--- src/design/metp_pkg.sv ---
// Shared types and constants for the escape-time pixel core.
// Holds the configuration and result bundles, register indices and reset values.
// No dependencies; the top level and metp_engine refer to it by scoped names.
package metp_pkg;

    localparam int CFG_DATA_W = 32;
    localparam int CFG_IDX_W  = 2;

    // Pixel positions wrap at this line length.
    localparam int MAX_LINE_PIXELS = 4096;

    localparam logic [CFG_IDX_W-1:0] CFG_MAX_ITER     = 2'd0;
    localparam logic [CFG_IDX_W-1:0] CFG_COLOUR_COUNT = 2'd1;
    localparam logic [CFG_IDX_W-1:0] CFG_REAL_ORIGIN  = 2'd2;
    localparam logic [CFG_IDX_W-1:0] CFG_REAL_STEP    = 2'd3;

    localparam logic [15:0]        RST_MAX_ITER     = 16'd256;
    localparam logic [7:0]         RST_COLOUR_COUNT = 8'd255;
    localparam logic signed [31:0] RST_REAL_ORIGIN  = 32'shE000_0000;
    localparam logic signed [31:0] RST_REAL_STEP    = 32'sh0003_0000;

    typedef struct packed {
        logic [15:0]        max_iterations;
        logic [7:0]         colour_count;
        logic signed [31:0] real_origin;
        logic signed [31:0] real_step;
    } cfg_t;

    typedef struct packed {
        logic [7:0]  colour_index;
        logic        escaped;
        logic [15:0] iterations_used;
        logic        last_in_line;
    } res_t;

endpackage

--- src/design/mandelbrot_escape_time_pixel_core.sv ---
// Top level of the escape-time pixel core: register file, request handshake
// and result register. Depends on metp_pkg and instantiates metp_engine.
//
// Each request describes one pixel: the imaginary coordinate of its line, its
// index along the line and a line-end mark. The real coordinate is formed as
// real_origin plus real_step times the index, and the point is iterated with
// z = z*z + c on a single shared 32 x 32 multiplier, which produces the real
// square, the imaginary square and the cross product of one iteration on
// successive cycles. Each iteration passes through the states ST_RR, ST_II,
// ST_RI and ST_UPD of metp_engine; the escape test |z|^2 >= 4 is made in ST_RI,
// before the update. A point that never escapes stops after max_iterations
// updates, or right after ST_CX when the limit is zero; the reset limit is
// 256. The result strobe done is registered from the engine's ST_FIN state.
// busy is high from acceptance until the cycle in which done is
// raised, and a new request is accepted at any edge where start is high and
// busy is low, including the edge that ends the done cycle. The result is
// shown for exactly one cycle and there is no way to hold it off, so the
// receiver must take it when done is high. Registers are written through
// cfg_we, cfg_index and cfg_data, and should only be changed while busy is low.
module mandelbrot_escape_time_pixel_core
#(
    parameter int FRAC_BITS = 28
)
(
    input  logic                                clk,
    input  logic                                rst_n,
    input  logic                                start,
    output logic                                busy,
    input  logic signed [31:0]                  imag_coord,
    input  logic [11:0]                         pixel_index,
    input  logic                                line_end,
    output logic                                done,
    output logic [7:0]                          colour_index,
    output logic                                escaped,
    output logic [15:0]                         iterations_used,
    output logic                                last_in_line,
    input  logic                                cfg_we,
    input  logic [metp_pkg::CFG_IDX_W-1:0]      cfg_index,
    input  logic [metp_pkg::CFG_DATA_W-1:0]     cfg_data
);

    metp_pkg::cfg_t cfg_reg, cfg_next;
    metp_pkg::res_t res_reg;
    metp_pkg::res_t eng_res;
    logic           busy_reg, busy_next;
    logic           done_reg;
    logic           go;
    logic           eng_fin;

    // A request is taken only while no pixel is in flight.
    assign go = start && !busy_reg;

    metp_engine
    #(
        .FRAC_BITS (FRAC_BITS)
    )
    u_engine
    (
        .clk         (clk),
        .rst_n       (rst_n),
        .go          (go),
        .imag_coord  (imag_coord),
        .pixel_index (pixel_index),
        .line_end    (line_end),
        .cfg         (cfg_reg),
        .fin         (eng_fin),
        .res         (eng_res)
    );

    // Register writes; all four indices are defined, so nothing is dropped.
    always_comb
    begin
        cfg_next = cfg_reg;
        if (cfg_we)
        begin
            case (cfg_index)
                metp_pkg::CFG_MAX_ITER:     cfg_next.max_iterations = cfg_data[15:0];
                metp_pkg::CFG_COLOUR_COUNT: cfg_next.colour_count   = cfg_data[7:0];
                metp_pkg::CFG_REAL_ORIGIN:  cfg_next.real_origin    = $signed(cfg_data);
                metp_pkg::CFG_REAL_STEP:    cfg_next.real_step      = $signed(cfg_data);
                default:                    cfg_next                = cfg_reg;
            endcase
        end
    end

    // The busy flag rises on acceptance and falls as the result is registered.
    always_comb
    begin
        busy_next = busy_reg;
        if (go)
        begin
            busy_next = 1'b1;
        end
        else if (eng_fin)
        begin
            busy_next = 1'b0;
        end
    end

    always_ff @(posedge clk or negedge rst_n)
    begin
        if (!rst_n)
        begin
            cfg_reg.max_iterations <= metp_pkg::RST_MAX_ITER;
            cfg_reg.colour_count   <= metp_pkg::RST_COLOUR_COUNT;
            cfg_reg.real_origin    <= metp_pkg::RST_REAL_ORIGIN;
            cfg_reg.real_step      <= metp_pkg::RST_REAL_STEP;
            busy_reg               <= 1'b0;
            done_reg               <= 1'b0;
        end
        else
        begin
            cfg_reg  <= cfg_next;
            busy_reg <= busy_next;
            done_reg <= eng_fin;
        end
    end

    always_ff @(posedge clk)
    begin
        if (eng_fin)
        begin
            res_reg <= eng_res;
        end
    end

    assign busy            = busy_reg;
    assign done            = done_reg;
    assign colour_index    = res_reg.colour_index;
    assign escaped         = res_reg.escaped;
    assign iterations_used = res_reg.iterations_used;
    assign last_in_line    = res_reg.last_in_line;

endmodule

--- src/design/metp_mul.sv ---
// Shared signed 32 x 32 multiplier with a registered product.
// Standalone; used by metp_engine for every product of the iteration.
module metp_mul
(
    input  logic               clk,
    input  logic signed [31:0] a,
    input  logic signed [31:0] b,
    output logic signed [63:0] prod
);

    logic signed [63:0] prod_reg;
    logic signed [63:0] prod_next;

    assign prod_next = 64'(a) * 64'(b);

    always_ff @(posedge clk)
    begin
        prod_reg <= prod_next;
    end

    assign prod = prod_reg;

endmodule

--- src/design/metp_engine.sv ---
// Sequencer and datapath for one pixel of the escape-time iteration.
// Depends on metp_pkg for the configuration and result bundles, and on metp_mul.
module metp_engine
#(
    parameter int FRAC_BITS = 28
)
(
    input  logic               clk,
    input  logic               rst_n,
    input  logic               go,
    input  logic signed [31:0] imag_coord,
    input  logic [11:0]        pixel_index,
    input  logic               line_end,
    input  metp_pkg::cfg_t     cfg,
    output logic               fin,
    output metp_pkg::res_t     res
);

    // Width of a square or cross term once the fraction bits are dropped.
    localparam int SQ_W  = 65 - FRAC_BITS;
    localparam int SAT_W = 66;
    localparam logic [SAT_W-1:0]        FOUR   = SAT_W'(4) << FRAC_BITS;
    localparam logic signed [SAT_W-1:0] S32MAX = 66'sd2147483647;
    localparam logic signed [SAT_W-1:0] S32MIN = -66'sd2147483648;

    typedef enum logic [2:0] {
        ST_IDLE,
        ST_CX,
        ST_RR,
        ST_II,
        ST_RI,
        ST_UPD,
        ST_FIN
    } state_t;

    state_t state_reg, state_next;

    logic signed [31:0]     cy_reg, cy_next;
    logic signed [31:0]     cx_reg, cx_next;
    logic signed [31:0]     r_reg, r_next;
    logic signed [31:0]     im_reg, im_next;
    logic signed [SQ_W-1:0] rr_reg, rr_next;
    logic signed [SQ_W-1:0] ii_reg, ii_next;
    logic [15:0]            n_reg, n_next;
    logic [7:0]             cc_reg, cc_next;
    logic                   esc_reg, esc_next;
    logic                   last_reg, last_next;

    logic signed [31:0]     mul_a;
    logic signed [31:0]     mul_b;
    logic signed [63:0]     prod;
    logic [11:0]            idx_eff;
    logic signed [SQ_W-1:0] sq;
    logic signed [SQ_W-1:0] ri2;
    logic signed [SQ_W:0]   mag;
    logic                   esc_hit;
    logic signed [31:0]     cx_sat;
    logic [16:0]            n_inc;
    logic [8:0]             cc_inc;

    function automatic logic signed [31:0] sat32(input logic signed [SAT_W-1:0] v);
        logic signed [31:0] res_v;
        if (v > S32MAX)
        begin
            res_v = 32'sh7FFF_FFFF;
        end
        else if (v < S32MIN)
        begin
            res_v = 32'sh8000_0000;
        end
        else
        begin
            res_v = v[31:0];
        end
        return res_v;
    endfunction

    metp_mul u_mul
    (
        .clk  (clk),
        .a    (mul_a),
        .b    (mul_b),
        .prod (prod)
    );

    assign idx_eff = 12'(pixel_index % metp_pkg::MAX_LINE_PIXELS);

    // The multiplier is steered by the state: first the pixel offset, then the
    // two squares and the cross product of each iteration.
    always_comb
    begin
        case (state_reg)
            ST_IDLE:
            begin
                mul_a = cfg.real_step;
                mul_b = $signed({20'd0, idx_eff});
            end
            ST_II:
            begin
                mul_a = im_reg;
                mul_b = im_reg;
            end
            ST_RI:
            begin
                mul_a = r_reg;
                mul_b = im_reg;
            end
            default:
            begin
                mul_a = r_reg;
                mul_b = r_reg;
            end
        endcase
    end

    // Arithmetic right shifts floor toward minus infinity.
    assign sq      = SQ_W'(prod >>> FRAC_BITS);
    assign ri2     = SQ_W'(prod >>> (FRAC_BITS - 1));
    assign mag     = (SQ_W+1)'(rr_reg) + (SQ_W+1)'(sq);
    assign esc_hit = SAT_W'(mag) >= FOUR;
    assign cx_sat  = sat32(SAT_W'(prod) + SAT_W'(cfg.real_origin));
    assign n_inc   = {1'b0, n_reg} + 17'd1;
    assign cc_inc  = {1'b0, cc_reg} + 9'd1;

    always_comb
    begin
        state_next = state_reg;
        cy_next    = cy_reg;
        cx_next    = cx_reg;
        r_next     = r_reg;
        im_next    = im_reg;
        rr_next    = rr_reg;
        ii_next    = ii_reg;
        n_next     = n_reg;
        cc_next    = cc_reg;
        esc_next   = esc_reg;
        last_next  = last_reg;
        case (state_reg)
            ST_IDLE:
            begin
                if (go)
                begin
                    cy_next    = imag_coord;
                    last_next  = line_end;
                    n_next     = 16'd0;
                    cc_next    = 8'd0;
                    esc_next   = 1'b0;
                    state_next = ST_CX;
                end
            end
            ST_CX:
            begin
                cx_next = cx_sat;
                r_next  = cx_sat;
                im_next = cy_reg;
                if (cfg.max_iterations == 16'd0)
                begin
                    state_next = ST_FIN;
                end
                else
                begin
                    state_next = ST_RR;
                end
            end
            ST_RR:
            begin
                state_next = ST_II;
            end
            ST_II:
            begin
                rr_next    = sq;
                state_next = ST_RI;
            end
            ST_RI:
            begin
                ii_next = sq;
                if (esc_hit)
                begin
                    esc_next   = 1'b1;
                    state_next = ST_FIN;
                end
                else
                begin
                    state_next = ST_UPD;
                end
            end
            ST_UPD:
            begin
                r_next  = sat32(SAT_W'(rr_reg) - SAT_W'(ii_reg) + SAT_W'(cx_reg));
                im_next = sat32(SAT_W'(ri2) + SAT_W'(cy_reg));
                n_next  = n_inc[15:0];
                // The colour count runs alongside the iteration count, modulo
                // the number of colours.
                if (cc_inc == {1'b0, cfg.colour_count})
                begin
                    cc_next = 8'd0;
                end
                else
                begin
                    cc_next = cc_inc[7:0];
                end
                if (n_inc == {1'b0, cfg.max_iterations})
                begin
                    state_next = ST_FIN;
                end
                else
                begin
                    state_next = ST_RR;
                end
            end
            ST_FIN:
            begin
                state_next = ST_IDLE;
            end
            default:
            begin
                state_next = ST_IDLE;
            end
        endcase
    end

    always_ff @(posedge clk or negedge rst_n)
    begin
        if (!rst_n)
        begin
            state_reg <= ST_IDLE;
        end
        else
        begin
            state_reg <= state_next;
        end
    end

    always_ff @(posedge clk)
    begin
        cy_reg   <= cy_next;
        cx_reg   <= cx_next;
        r_reg    <= r_next;
        im_reg   <= im_next;
        rr_reg   <= rr_next;
        ii_reg   <= ii_next;
        n_reg    <= n_next;
        cc_reg   <= cc_next;
        esc_reg  <= esc_next;
        last_reg <= last_next;
    end

    assign fin = (state_reg == ST_FIN);

    always_comb
    begin
        if (cfg.colour_count == 8'd0)
        begin
            res.colour_index = 8'd0;
        end
        else if (esc_reg)
        begin
            res.colour_index = cc_reg;
        end
        else
        begin
            res.colour_index = cfg.colour_count;
        end
        res.escaped         = esc_reg;
        res.iterations_used = n_reg;
        res.last_in_line    = last_reg;
    end

endmodule

--- config.mk ---
export PLATFORM = sky130hd
export DESIGN_NAME = mandelbrot_escape_time_pixel_core
export DESIGN_NICKNAME = d
export VERILOG_FILES = /design/src/design/metp_pkg.sv /design/src/design/mandelbrot_escape_time_pixel_core.sv /design/src/design/metp_mul.sv /design/src/design/metp_engine.sv
export SDC_FILE = /design/constraint.sdc
export NUM_CORES = 2
export LEC_CHECK = 0
export ABC_AREA = 1
export BUFFER_PORTS_ARGS = -buffer_cell sky130_fd_sc_hd__buf_4
export CAP_MARGIN = 20
export CORE_MARGIN = 1.5
export CORE_UTILIZATION = 60
export CTS_BUF_LIST = sky130_fd_sc_hd__clkbuf_16
export DETAILED_ROUTE_END_ITERATION = 8
export PLACE_DENSITY = 0.85
export REMOVE_ABC_BUFFERS = 1
export SLEW_MARGIN = 20
export SYNTH_ARGS = -nofsm -noshare
export SYNTH_HDL_FRONTEND = slang
export SYNTH_SLANG_ARGS = --single-unit
--- constraint.sdc ---
create_clock -name clk -period 12 [get_ports clk]
set_clock_uncertainty 0.2 [all_clocks]
set_input_delay 1.2 -clock clk [delete_from_list [all_inputs] [get_ports clk]]
set_output_delay 1.2 -clock clk [all_outputs]
set_load 0.005 [all_outputs]
# ---- Yosys cells after proc, flatten, opt, wreduce, memory -nomap -nowiden
# Index checks and enable logic that the tools add are counted.
dict set report word_totals {
  out_inout_bits 28
  inputBits 83
  ff_bits 409
}
dict set report op_classes {
  n_mul 1
  n_addsub 7
  reduce_logical 18
  n_eq_ne 13
  magnitude_cmp 7
  n_mux 26
}
# cell n
set ops {}
lappend ops {{32-bit case mux with 2 select lines} 4}
lappend ops {{66-bit by 32-bit greater-than comparator with 1-bit output (second input constant)} 3}
lappend ops {{66-bit by 32-bit < comparator with 1-bit output (second input constant)} 3}
lappend ops {{32-bit two-way mux} 6}
lappend ops {{37-bit by 32-bit adder with 38-bit output} 2}
lappend ops {{66-bit by 31-bit >= comparator with 1-bit output (second input constant)} 1}
lappend ops {{64-bit by 32-bit adder with 65-bit output} 1}
lappend ops {{32-bit by 32-bit multiplier with 64-bit output} 1}
lappend ops {{36-bit by 36-bit adder with 37-bit output} 1}
lappend ops {{36-bit by 36-bit subtractor with 37-bit output} 1}
lappend ops {{16-bit case mux with 2 select lines} 1}
lappend ops {{8-bit two-way mux} 3}
lappend ops {{3-bit case mux with 6 select lines} 1}
lappend ops {{16-bit by 1-bit adder with 17-bit output (second input constant)} 1}
lappend ops {{17-bit by 16-bit == test with 1-bit output} 1}
lappend ops {{16-bit zero test} 1}
lappend ops {{16-bit two-way mux} 1}
lappend ops {{8-bit case mux with 2 select lines} 1}
lappend ops {{2-bit AND reduction} 6}
lappend ops {{8-bit by 1-bit adder with 9-bit output (second input constant)} 1}
lappend ops {{3-bit == test (second input constant)} 3}
lappend ops {{9-bit by 8-bit == test with 1-bit output} 1}
lappend ops {{3-bit two-way mux} 3}
lappend ops {{8-bit zero test} 1}
lappend ops {{other kinds (16)} 24}

# ---- Longest topological paths before layout
dict set report logic_depth {
  word_depth 6
  depth_mapped 42
  ltp_nobuf 40
}

# ---- Hierarchy
# From an unflattened synthesis, not the netlist that was laid out.
dict set report unflattened {
  cells_unflattened 9270
  area_unflattened_um2 69497.9
}
# mod instances area_each_um2 cells_per_inst
set by_module_without_submodules {}
lappend by_module_without_submodules {metp_mul 1 40223.6 5108}
lappend by_module_without_submodules {metp_engine 1 24827.6 3738}
lappend by_module_without_submodules {mandelbrot_escape_time_pixel_core 1 4446.8 424}

# ---- Worst setup path before layout
# OpenSTA, ideal clock, no wires.
dict set report synth_timing {
  path_type {reg2reg}
  start {register u_engine.state_reg[0]}
  end {register u_engine.u_mul.prod_reg[57] (netlist: u_engine.u_mul.prod[57])}
  required_time_ns 11.728
  path_stages_with_launch 34
  period_less_slack_ns 10.408
  setup_time_ns 0.072
  t_arrival_ns 10.137
  path_slack_ns 1.592
  n_path_buf 2
  path_cell_list {dfrtp_1 -> nor2_1 -> inv_1 -> nor2_1 -> nor2_1 -> clkbuf_1 -> o21ai_0 -> a21oi_2 -> clkbuf_1 -> nor2_1 -> fa_1 -> inv_1 -> fa_1 -> inv_1 -> fa_1 -> fa_1 -> inv_1 -> fa_1 -> inv_1 -> fa_1 -> fa_1 -> inv_1 -> fa_1 -> inv_1 -> ha_1 -> nand2_1 -> nor2_1 -> inv_1 -> nor2_1 -> nand2_1 -> o21ai_0 -> nand2_1 -> nand2_1 -> xor2_1}
}
dict set report synth_between {
  elab_chain_cells 4
  elab_cells_between_ends 7
  classes_between {mul (1); eq/ne (2); mux (2); reduce/logical (2)}
}
# item line_no
set synth_rtl {}
lappend synth_rtl {{start: declaration} metp_engine.sv:36} ;# state_t state_reg, state_next;
lappend synth_rtl {{start signal: assignment} metp_engine.sv:230} ;# state_reg <= state_next;
lappend synth_rtl {{3-bit by 2-bit == test with 1-bit output or 3-bit == test (tied branches)} metp_engine.sv:92} ;# case (state_reg)
lappend synth_rtl {{2-bit OR reduction (no source line)} -}
lappend synth_rtl {{32-bit case mux with 2 select lines} metp_engine.sv:92}
lappend synth_rtl {{32-bit by 32-bit multiplier with 64-bit output (*)} metp_mul.sv:14} ;# assign prod_next = 64'(a) * 64'(b);
lappend synth_rtl {{named net u_engine.u_mul.prod_next[57]} metp_mul.sv:12} ;# logic signed [63:0] prod_next;
lappend synth_rtl {{end signal: assignment} metp_mul.sv:18} ;# prod_reg <= prod_next;
lappend synth_rtl {{end: declaration} metp_mul.sv:11} ;# logic signed [63:0] prod_reg;
# Mark *: on every way through the listed nets, which the timed path passes. The rest lies on a longest branch.
# A chain may end at the register's enable or synchronous reset.

# ---- Worst setup path after layout
dict set report layout_timing {
  start {register u_engine.state_reg[1]}
  end {register u_engine.u_mul.prod_reg[60] (netlist: u_engine.u_mul.prod[60])}
}
# The elaborated chain is that of the path after synthesis.

==> flow_metrics.py <==
metrics = {
    "setup_path": {
        "cp_common_cell": "inv_1",
        "worstSetupPathType": "flop to flop",
        "worst_setup_path_start_kind": "flop",
        "critPathArrivalTime_ns": 11.54,
        "cp.required_ns": 12.28,
        "cp_max_fo": 16,
        "critPathSlowestCell": "nor2_2",
        "cp-end-kind": "flop",
        "slowest_delay_ns": 0.81,
    },
    "clocking": {
        "cts_made_buffers": 42,
        "clock_sinks": 409,
        "clock_latency_ns": 0.61,
        "cts_resized": 0,
        "htreeDepth": 2,
        "cts_tree": "built",
        "cts-root-buf": "clkbuf_16",
        "cts_buffer_depth": 3,
        "clk_pin_slew_ns": 0.07,
        "postCtsHoldBufs": 0,
        "cts_setup_buffers": 0,
    },
    "timing": {
        "slew_headroom": 0.141,
        "worst_pin_slew_ns": 1.29,
        "rsz0062_at_grt": "false",
        "hold_ws_ns": 0.225,
        "min_period_ns": 11.26,
        "max_freq_mhz": 88.8,
        "final_max_slew_viol_count": 0,
        "setup_tns_ns": 0,
        "finalHoldViolations": 0,
        "final.period_utilization": 0.938,
        "setup_viol": 0,
    },
    "final_layout": {
        "fin_area_um2": 70400,
        "area_delta_synth_final_pct": 6.70,
        "largest_register_ff_count": 88,
        "nets": 10000,
        "drive_above_1_share": 0.0580,
        "fillers": 9271,
    },
    "routing": {
        "drc": 0,
        "vias_per_cell": 5.86,
        "vias": 58000,
        "final_antenna_net_count": 0,
        "drt_iter0_markers": 6744,
        "wl_per_cell_um": 24.9,
        "drtPass1Iterations": 6,
        "drt_wl_total_um": 246000,
    },
    "floorplanning": {
        "die_area_um2": 112000,
        "pin_count": 111,
        "start_util": 0.606,
        "rows": 121,
        "die_h_um": 334,
        "core-area_um2": 109000,
        "dieWidth_um": 334,
    },
    "logic_synthesis": {
        "synth_area_leader_cell": "fa_1",
        "synth-async-reset-ratio": 0.227,
        "synth_top_family_by_area": "adder cells",
        "ys_warn_count": 0,
        "ys_seq_area_frac": 0.170,
        "synth_edf_count": 252,
        "ys_ff_latch": 409,
        "yosys.area_share.xor_xnor": 0.0259,
        "synthAdderAreaFrac": 0.409,
        "yosys-mux-area-fraction": 0,
        "synthSimpleGateAreaFrac": 0.199,
        "synth-compound-area-share": 0.0670,
        "synth_top_area_share": 0.340,
        "ys_types": 64,
        "synthesis.area_um2": 65900,
        "synthCells": 8347,
        "synth_flop_cell": "edfxtp_1",
        "syn_avg_cell_area_um2": 7.90,
        "synth_area_leaders": "fa_1 34%, inv_1 12%, edfxtp_1 11%",
    },
    "min_path": {
        "hp-class": "flop to flop",
    },
    "grt": {
        "grt_max_degree": 69,
        "grt_pass1_wl_um": 361000,
        "grt_pass1_vias": 57700,
        "gr-total-overflow": 0,
        "grt_usage": 0.443,
        "grt_antenna_before_repair": 14,
    },
    "placed_design": {
        "io_buffer_count": 110,
        "gp_congestion": 1.05,
        "dpl.hpwl_um": 203000,
        "dpl_cell_area_um2": 68900,
    },
    "run_status": {
        "status": "finished clean",
    },
    "job": {
        "cap_violations": 0,
    },
}
[synthesized netlist by cell type, types with 5 or more instances]
library cell,count
a211oi_1,6
a21boi_0,38
a21o_1,23
a21oi_1,291
a21oi_2,20
a221oi_1,5
a22o_1,9
a22oi_1,11
a31oi_1,34
and2_1,7
buf_1,8
buf_2,32
clkbuf_1,162
clkinv_1,9
dfrtp_1,79
dfstp_2,14
dfxtp_1,64
edfxtp_1,252
fa_1,1121
ha_1,361
inv_1,2023
inv_2,6
nand2_1,1877
nand2_2,9
nand2_4,20
nand3_1,164
nand3b_1,16
nand4_1,61
nor2_1,962
nor2_2,14
nor3_1,42
nor4_1,22
o211ai_1,10
o21a_1,16
o21ai_0,254
o21ai_1,5
o21bai_1,13
o22ai_1,7
o22ai_2,5
or2_2,44
xnor2_1,83
xor2_1,112
[routing by layer]
| layer | track usage | vias to the layer above | part of all wire |
|---|---|---|---|
| met1 | 0.611 | 28300 | 0.39 |
| met2 | 0.639 | 3718 | 0.41 |
| met5 | 0 | - | 0.00040 |
| met3 | 0.142 | 854 | 0.14 |
| met4 | 0.202 | 14 | 0.058 |
| li1 | - | 25100 | - |
[path summary, 6_finish.rpt]
path                                       start                       to  slack [ns]  cells past startpoint
setup / recovery           u_engine.state_reg[1]  u_engine.u_mul.prod[60]        0.74                     35
hold / removal                 u_engine.last_reg             last_in_line        0.23                      0
setup reg to reg           u_engine.state_reg[1]  u_engine.u_mul.prod[60]        0.74                     35
hold reg to reg                u_engine.last_reg             last_in_line        0.23                      0
max in group asynchronous                  rst_n              cfg_reg[72]       10.02                      2
min in group asynchronous                  rst_n                     done        0.32                      1
[through the flow]
stage                     setup WS [ns]   util  std cells
final                             0.741  0.646       9889
after global routing              0.191  0.646       9885
after CTS                         0.915  0.645       9882
after detailed placement          0.992  0.633       9805
after global placement             1.01  0.633       9804
after floorplan                   0.671      -       8141
[final cells by class]
type,instances,area (um^2),area share
Multi-Input combinational cell,5694,46400,0.659
Clock buffer,46,1150,0.0164
Tap cell,1414,1770,0.0251
Sequential cell,409,11200,0.159
Timing Repair Buffer,253,1990,0.0283
Inverter,2038,7650,0.109
Clock inverter,31,204,0.00290
Antenna cell,4,10.0,0.000142
[cells by family after synthesis]
group | count (synthesis)
AO/OA/AOI/OAI | 766
AND/OR/NAND/NOR | 3251
buffers and inverters | 2244
adder cells (fa/ha/maj) | 1482
XOR/XNOR | 195
flip-flops | 409
[critical path: cells and delay by family (launching register included)]
family	cells	cell delay, ns
AND/OR/NAND/NOR	6	1.67
XOR/XNOR	1	0.15
adder cells (fa/ha/maj)	9	5.04
buffers and inverters	10	1.46
flip-flops	1	0.41
AO/OA/AOI/OAI	9	2.16
[cell usage in the layout, fill, tap and decap left out, types with 16 or more instances in the layout]
| cell | n |
|---|---|
| o21a_1 | 16 |
| o21ai_0 | 253 |
| inv_1 | 2025 |
| a31oi_1 | 34 |
| nor4_1 | 21 |
| or2_2 | 44 |
| clkbuf_16 | 47 |
| a21o_1 | 23 |
| nor3_1 | 41 |
| edfxtp_1 | 252 |
| nand4_1 | 61 |
| buf_4 | 248 |
| dfrtp_1 | 79 |
| clkinv_1 | 18 |
| nand3_1 | 162 |
| dfxtp_1 | 64 |
| nor2_1 | 956 |
| a21oi_1 | 286 |
| xor2_1 | 112 |
| fa_1 | 1121 |
| ha_1 | 361 |
| xnor2_1 | 83 |
| a21oi_2 | 25 |
| a21boi_0 | 38 |
| nand2_1 | 1877 |
| nand2_4 | 20 |
| nand3b_1 | 16 |
Power is left out: the tool's default activity adds up to more than one toggle a clock period on the data nets, which glitch-free logic cannot reach.
